[config.mk]
export PLATFORM = sky130hd
export DESIGN_NAME = fcull_queue
export DESIGN_NICKNAME = d
export VERILOG_FILES = /design/src/rtl/fcull_pkg.sv /design/src/rtl/fcull_queue.sv
export SDC_FILE = /design/constraint.sdc
export NUM_CORES = 1
export LEC_CHECK = 0
export BUFFER_PORTS_ARGS = -buffer_cell sky130_fd_sc_hd__buf_2
export CAP_MARGIN = 20
export CORE_MARGIN = 2
export CORE_UTILIZATION = 40
export CTS_CLUSTER_SIZE = 14
export DETAILED_ROUTE_END_ITERATION = 7
export HOLD_SLACK_MARGIN = 0.02
export PLACE_DENSITY = 0.55
export SLEW_MARGIN = 20
export SYNTH_ARGS = -nofsm -noshare
export SYNTH_HDL_FRONTEND = slang
export SYNTH_SLANG_ARGS = --single-unit
[constraint.sdc]
create_clock -name clk -period 9.76 [get_ports clk]
set_clock_uncertainty 0.15 [all_clocks]
set_input_delay 0.976 -clock clk [delete_from_list [all_inputs] [get_ports clk]]
set_output_delay 0.976 -clock clk [all_outputs]
set_load 0.05 [all_outputs]
[src/rtl/fcull_pkg.sv]
package fcull_pkg;

	// Matrix geometry: 4x4, column-major, index = column*4 + row
	localparam int unsigned MAT_DIM   = 4;
	localparam int unsigned MAT_ELEMS = MAT_DIM * MAT_DIM;
	localparam int unsigned MAT_IDX_W = $clog2(MAT_ELEMS);
	localparam int unsigned NUM_PLANES = 6;
	localparam int unsigned NUM_AXES   = 3;

	// Q16.16 inputs, Q17.16 plane terms, Q33.32 products, Q34.32 pair sums and Q35.32 totals
	localparam int unsigned VAL_W  = 32;
	localparam int unsigned NRM_W  = VAL_W + 1;
	localparam int unsigned PROD_W = NRM_W + VAL_W;
	localparam int unsigned CNST_W = NRM_W + 16;
	localparam int unsigned PAIR_W = PROD_W + 1;
	localparam int unsigned SUM_W  = PAIR_W + 1;
	localparam int unsigned CNT_W  = 3;

	localparam logic [CNT_W-1:0] ALL_PLANES = CNT_W'(NUM_PLANES);

	// Request command codes
	localparam logic CMD_LOAD = 1'b0;
	localparam logic CMD_TEST = 1'b1;

	typedef struct packed {
		logic                       command;
		logic [MAT_IDX_W-1:0]       element_index;
		logic signed [VAL_W-1:0]    element_value;
		logic signed [VAL_W-1:0]    box_min_x;
		logic signed [VAL_W-1:0]    box_min_y;
		logic signed [VAL_W-1:0]    box_min_z;
		logic signed [VAL_W-1:0]    box_max_x;
		logic signed [VAL_W-1:0]    box_max_y;
		logic signed [VAL_W-1:0]    box_max_z;
	} req_t;

	typedef struct packed {
		logic             visible;
		logic [CNT_W-1:0] planes_passed;
	} rsp_t;

	// Head of the request queue as seen by the back end
	typedef struct packed {
		logic valid;
		logic is_test;
		req_t req;
	} q_head_t;

endpackage

[src/rtl/fcull_queue.sv]
module fcull_queue
	import fcull_pkg::*;
#(
	parameter int unsigned QUEUE_DEPTH = 4
) (
	input  logic    clk,
	input  logic    arst_n,
	input  logic    req_valid,
	output logic    req_ready,
	input  req_t    req,
	output q_head_t head,
	input  logic    pop
);

	localparam int unsigned PTR_W = $clog2(QUEUE_DEPTH);
	localparam int unsigned CNT_QW = $clog2(QUEUE_DEPTH + 1);

	req_t              mem_q [QUEUE_DEPTH];
	logic [PTR_W-1:0]  wr_ptr_q;
	logic [PTR_W-1:0]  rd_ptr_q;
	logic [CNT_QW-1:0] count_q;
	logic              push;
	logic              do_pop;

	assign req_ready = (count_q != CNT_QW'(QUEUE_DEPTH));
	assign push      = req_valid && req_ready;
	assign do_pop    = pop && (count_q != '0);

	// Classify the request at the head for the back end
	always_comb begin
		head.valid   = (count_q != '0);
		head.req     = mem_q[rd_ptr_q];
		head.is_test = (mem_q[rd_ptr_q].command == CMD_TEST);
	end

	// Store accepted requests
	always_ff @(posedge clk) begin
		if (push) begin
			mem_q[wr_ptr_q] <= req;
		end
	end

	// Advance pointers and occupancy
	always_ff @(posedge clk or negedge arst_n) begin
		if (!arst_n) begin
			wr_ptr_q <= '0;
			rd_ptr_q <= '0;
			count_q  <= '0;
		end else begin
			if (push) begin
				wr_ptr_q <= (wr_ptr_q == PTR_W'(QUEUE_DEPTH - 1)) ? '0 : wr_ptr_q + 1'b1;
			end
			if (do_pop) begin
				rd_ptr_q <= (rd_ptr_q == PTR_W'(QUEUE_DEPTH - 1)) ? '0 : rd_ptr_q + 1'b1;
			end
			if (push && !do_pop) begin
				count_q <= count_q + 1'b1;
			end else if (!push && do_pop) begin
				count_q <= count_q - 1'b1;
			end
		end
	end

`ifndef SYNTHESIS
	a_count_bound: assert property (@(posedge clk) disable iff (!arst_n)
		count_q <= CNT_QW'(QUEUE_DEPTH))
		else $error("queue occupancy above depth");

	a_count_track: assert property (@(posedge clk) disable iff (!arst_n)
		(push && !do_pop) |=> (count_q == $past(count_q) + 1'b1))
		else $error("queue count missed a push");

	a_ptr_gap: assert property (@(posedge clk) disable iff (!arst_n)
		(count_q == '0) |-> (wr_ptr_q == rd_ptr_q))
		else $error("empty queue with pointers apart");
`endif

endmodule

==> results of run 1 <==
[per-stage QoR]
step	util	worst slack [ns]
floorplan	-	5.40
global placement	0.444	5.37
detailed placement	0.444	5.37
CTS	0.482	4.67
global route	0.482	4.46
finish	0.482	4.84
[flip-flops by register name (all words and copies together) (netlist names)]
| name | flops |
|---|---|
| count_q | 3 |
| wr_ptr_q | 2 |
| mem_q | 916 |
| rd_ptr_q | 2 |
[cell usage in the layout (no fill, tap or decap)]
cell / n
xor2_1: 2
mux2_4: 2
inv_16: 3
nand2_1: 1
mux4_2: 229
clkbuf_1: 18
nor2_1: 3
mux2_2: 3
buf_4: 10
diode_2: 8
ha_1: 6
clkinv_4: 3
edfxtp_1: 916
clkinv_16: 1
buf_12: 6
clkinv_2: 14
bufinv_16: 13
dfrtp_4: 2
or3b_4: 1
clkinv_1: 19
dlygate4sd3_1: 1
clkbuf_16: 96
inv_6: 1
or3_2: 1
and3_4: 4
and2_4: 1
dfrtp_1: 5
buf_2: 464
inv_1: 3
fa_1: 1
clkinvlp_4: 3
xnor2_1: 1
[kinds of logic (layout without fill, tap and decap cells)]
family / Yosys count / after routing / synth area share
simple gates: 11 / 11 / 0.00217
other cells: 0 / 8 / 0
fa+ha+maj: 7 / 7 / 0.00284
buf+inv: 56 / 655 / 0.0121
mux: 234 / 234 / 0.156
flops: 923 / 923 / 0.826
xor+xnor: 3 / 3 / 0.000784
[how the worst max path moves through the flow]
stage / depth (start not counted) / from / slack, ns / end
3_3_place_gp: 4 / rd_ptr_q[0] / 5.37 / head[89]
4_1_cts: 4 / rd_ptr_q[0] / 4.67 / head[89]
6_report: 4 / rd_ptr_q[0] / 4.84 / head[89]
3_5_place_dp: 4 / rd_ptr_q[0] / 5.37 / head[89]
2_1_floorplan: 1 / req_valid / 5.40 / mem_q[3][0]
5_1_grt: 4 / rd_ptr_q[0] / 4.46 / head[89]
[final cells by class]
class / instances / area (sq um)
Antenna cell: 8 / 20.0
Clock buffer: 114 / 2470
Clock inverter: 57 / 679
Fill cell: 6778 / 43100
Inverter: 3 / 11.3
Multi-Input combinational cell: 255 / 5430
Sequential cell: 923 / 27700
Tap cell: 1080 / 1350
Timing Repair Buffer: 481 / 2530
[layer usage]
metal | share of wire | vias to the layer above
met5 | 0.0024 | -
met4 | 0.026 | 24
met3 | 0.081 | 137
met2 | 0.50 | 425
met1 | 0.39 | 7791
li1 | - | 6453
[repair_timing]
item | in CTS | in global routing
buffers inserted | 0 | 0
hold buffers | 1 | 0
endpoints found under the setup margin | 0 | 0
endpoints found under the hold margin | 7 | 0
[worst reg2reg max path, delay by kind of cell, from the launching register on]
kind | cells | cell delay [ns]
simple gates | 2 | 0.81
flops | 1 | 0.40
buf+inv | 2 | 1.18
[cells in the mapped netlist (all sizes together) (2+ instances only)]
library cell / instances
edfxtp: 916
mux4: 229
buf: 48
dfrtp: 7
ha: 6
clkbuf: 5
mux2: 5
and3: 4
inv: 3
nor2: 3
xor2: 2
[power breakdown]
part	internal [mW]	total, mW	switching [mW]
Combinational	1.54	5.44	3.89
Clock	2.16	3.63	1.47
Sequential	5.24	5.47	0.235
Total	8.94	14.5	5.60
==> metrics, run 1 <==
Clock Root Buffer=clkbuf_16; sequential share of the synthesized area=0.826; Max-slew headroom=0.298; CP Launch Type=flop; Mapped Avg Cell Area=27.2 sq um; Async SR Flop Fraction=0.00758; area grow syn2layout=19.9%; Placement Cell Area=37000 sq um; status=completed; routed len/inst=23.5 microns; pwr/cell area=362 nW/um^2; vias in the first global route=15800; kind of critical path=reg2out; via count=14800; WP buf/inv=3; reg2reg path depth=4; Clk Latency, worst-skew pair=0.63 ns; H-tree depth=3; worst r2r src=count_q[2]; largest net degree at the start of global routing=130; first-pass GRT wire length=101000 microns; Max clock buf depth=3; Synth area leaders=edfxtp_1 82%, mux4_2 15%, buf_6 0.71%, dfrtp_1 0.52%, buf_2 0.37%; CP Cell Sequence=buf_4 -> buf_12 -> mux4_2 -> buf_2; Post-DRT Antenna Nets=0; Primary FF master, synth=edfxtp_1; final cell count without fillers=2921; fmax=0.203 GHz; remaining global-route overflow=0; Cells after Synth=1234; worst hold stages=1; P_leak=13.5 nW; Die Ht=293 microns; drt drc=0; worst hold endpoint=count_q[2]; IO Count=465; core area=83300 sq um; drt initial violations=909; Final TNS setup=0 ns; Hold Startpoint=count_q[2]; Worst setup EP type=primary output; leading area contributor after synthesis=edfxtp_1; Least-Margin Pin Slew=1.05 ns; gr usage total=0.157; WP data arrival=3.80 ns; GP Congestion=0.732; Port Buffers=464; Yosys reg bits=923; hold_ws=0.340 ns; 1st-pass router iterations=4; Clock Pin Slew Worst Setup and Hold Paths=0.06 ns; RSZ-0062 raised after global routing=false; worst path required time=8.63 ns; clock tree sinks=923; CTS tree=yes; synth unique cells=20; drt total wl=68500 microns; CP delay by family, top=buffers and inverters; Synthesis Warnings=0; GR Util met1=0.193; setup violators final=0; RR Endpoint=mem_q[2][80]; post-CTS sizing=0; Post-synth EDFFs=916; Max Slew Vio Count=0; placed insts=2741; Worst path max stage delay=0.80 ns; critical path fanouts, max=79; Final Hold Fails=0; die footprint=86100 sq um; FP Rows=106; syn_nets=1474; max-cap violations=0; Synth Cell Area=33500 sq um; Initial Util=0.402; met3 layer usage reported by global route=0.0520; Final #Nets=1999; initial antenna violation count=20; Die Width=293 microns; Num CTS Buffers=95; share of cells above drive strength 1=0.468; hpwl dp=39800 microns; Yosys top cell area share=0.821; Max rail drop VDD=0.212 mV; gr busiest metal=met2; r2r setup slk=6.57 ns; Critical-path top delay cell=buf_4; GR Util met2=0.263; Final Cycle Share=0.504; drt via density=5.08; total power=14.5 mW; Worst Hold Class=reg2reg; post-route cell area=40200 sq um; Tmin final=4.92 ns
Note: power is estimated with default switching activity, not from simulation.
==> inputs of run 2 (changes only) <==
==> constraint.sdc (replaced) <==
create_clock -name clk -period 5.15 [get_ports clk]
set_clock_uncertainty 0.15 [all_clocks]
set_input_delay 0.515 -clock clk [delete_from_list [all_inputs] [get_ports clk]]
set_output_delay 0.515 -clock clk [all_outputs]
set_load 0.05 [all_outputs]
==> metrics, run 2 (synthesized netlist as in run 1, its figures left out) <==
Max clock buf depth=3 (unchanged); IO Count=465 (unchanged); first-pass GRT wire length=107000 microns (+6.5%); register area=27700 sq um (unchanged); largest net degree at the start of global routing=91 (-30%); Clock Power Share=0.248 (about the same); commonest non-fill, non-tap cell in the layout=edfxtp_1; hpwl dp=42400 microns (+6.5%); Worst setup EP type=primary output; Final #Nets=2241 (+12%); Clock Root Buffer=clkbuf_16; crit path launch=rd_ptr_q[0]; die footprint=86100 sq um (unchanged); Final Hold Fails=0 (unchanged); Largest regs=mem_q: 916 flops, count_q: 3 flops; via count=15800 (+6.8%); Final TNS setup=0 ns (unchanged); initial antenna violation count=14 (-30%); kind of critical path=reg2out; drt initial violations=947 (+4.2%); share of cells above drive strength 1=0.417 (-0.0502); Tmin final=3.69 ns; Least-Margin Pin Slew=1.03 ns (-0.0224 ns); remaining global-route overflow=0 (unchanged); final cell count without fillers=3166 (+8.4%); Largest Register=mem_q; Critical-path top delay cell=dfrtp_4; GP Congestion=0.732 (about the same); FP Rows=106 (unchanged); # Post-CTS Setup Buffers=0 (unchanged); Max-slew headroom=0.313 (+0.0149); gr usage total=0.166 (+0.00877); status=completed; area grow syn2layout=27.3%; Sw Pwr=10.8 mW (+92%); setup violators final=0 (unchanged); CP Launch Type=flop; fmax=0.271 GHz; RSZ-0062 raised after global routing=false; Max rail drop VDD=0.423 mV (+99%); worst path required time=4.49 ns (-4.14 ns); Num CTS Buffers=96 (+1.1%); Die Ht=293 microns (unchanged); CP Cell Sequence=buf_12 -> mux4_2 -> buf_2; Clk Latency, worst-skew pair=0.64 ns (about the same); critical path fanouts, max=54 (-32%); total power=27.9 mW (+92%); pwr/cell area=654 nW/um^2 (+81%); drt drc=0 (unchanged); Post-DRT Antenna Nets=0 (unchanged); routed len/inst=22.7 microns (-3.4%); Port Buffers=464 (unchanged); max reg flops=916 (unchanged); last element of the critical path=head[103]; clock tree sinks=923 (unchanged); drt total wl=71700 microns (+4.7%); Initial Util=0.402 (unchanged); Final Cycle Share=0.717; commonest cells after routing, fill and taps aside=916 x edfxtp_1, 464 x buf_2, 230 x dlygate4sd3_1, 229 x mux4_2, 97 x clkbuf_16; switching fraction of total power=0.385 (about the same); vias in the first global route=17200 (+9.2%); RR Endpoint=mem_q[0][68]; Multi-input gate area=5430 sq um (unchanged); Int Pwr=17.2 mW (+92%); placed insts=2753 (+0.44%); drt via density=5.00 (-1.4%); Worst Hold Class=in2async; Clock Pin Slew Worst Setup and Hold Paths=0.06 ns (about the same); r2r setup slk=2.53 ns (-4.04 ns); Worst path max stage delay=1.01 ns (+0.21 ns); Max Slew Vio Count=0 (unchanged); core area=83300 sq um (unchanged); CTS tree=yes; Die Width=293 microns (unchanged); Seq pwr share=0.371 (-0.006); worst r2r src=count_q[2]; WP data arrival=3.03 ns (-0.77 ns); 1st-pass router iterations=4 (unchanged); Comb pwr share=0.380 (+0.006); P_leak=14.6 nW (+7.8%); max-cap violations=0 (unchanged); hold_ws=0.137 ns (-0.203 ns); reg2reg path depth=3 (-1); H-tree depth=3 (unchanged); # fillers=6619 (-2.3%)
run 2: cell count changes in the layout (fill, tap and decap cells not counted), sizes merged:
cell,change
buf,+12
clkbuf,+4
clkinv,+2
diode,-2
dlygate4sd3,+229
run 2: routing by layer:
metal,global-route usage,wire length (microns),up-vias
met5,0,78,-
met4,0.0510,1580,12
met3,0.0443,4590,108
met2,0.278,36200,427
met1,0.212,29300,8355
li1,-,-,6942
run 2: final cells by class:
cell class | count | share of cell area
Antenna cell | 6 | 0.000352
Timing Repair Buffer | 722 | 0.117
Tap cell | 1080 | 0.0317
Inverter | 3 | 0.000264
Clock buffer | 118 | 0.0587
Multi-Input combinational cell | 255 | 0.127
Clock inverter | 59 | 0.0155
Sequential cell | 923 | 0.649
run 2: worst max-delay path: cells and delay by family, from the launching register on:
kind	cells	cell delay [ns]
DFF	1	1.01
buffers and inverters	2	0.71
muxes	1	0.60
run 2: worst min path at each step:
stage | endpoint
after detailed placement | count_q[2]
after CTS | wr_ptr_q[0]
final | rd_ptr_q[1]
after global placement | count_q[2]
after floorplan | count_q[0]
after global routing | rd_ptr_q[1]
run 2: what timing repair did:
| action | in CTS | in global routing |
|---|---|---|
| hold buffers | 230 | 0 |
| hold endpoints to repair | 923 | 0 |
| gates resized for setup | 0 | 0 |
run 2: through the flow:
stage	instance area, sq um	utilization	worst slack [ns]
after CTS	42600	0.512	1.30
after floorplan	33500	-	0.979
after global placement	37200	0.446	1.99
after global routing	42700	0.512	1.21
after detailed placement	37200	0.446	2.01
final	42700	0.512	1.46
run 2: power groups by stage:
stage / combinational (mW) / clock [mW] / sequential (mW)
6_report: 10.6 / 6.92 / 10.4
3_5_place_dp: 10.7 / 0 / 10.6
3_3_place_gp: 10.7 / 0 / 10.5
4_1_cts: 10.9 / 7.11 / 10.4
2_1_floorplan: 8.23 / 0 / 10.4
5_1_grt: 11.1 / 7.39 / 10.5
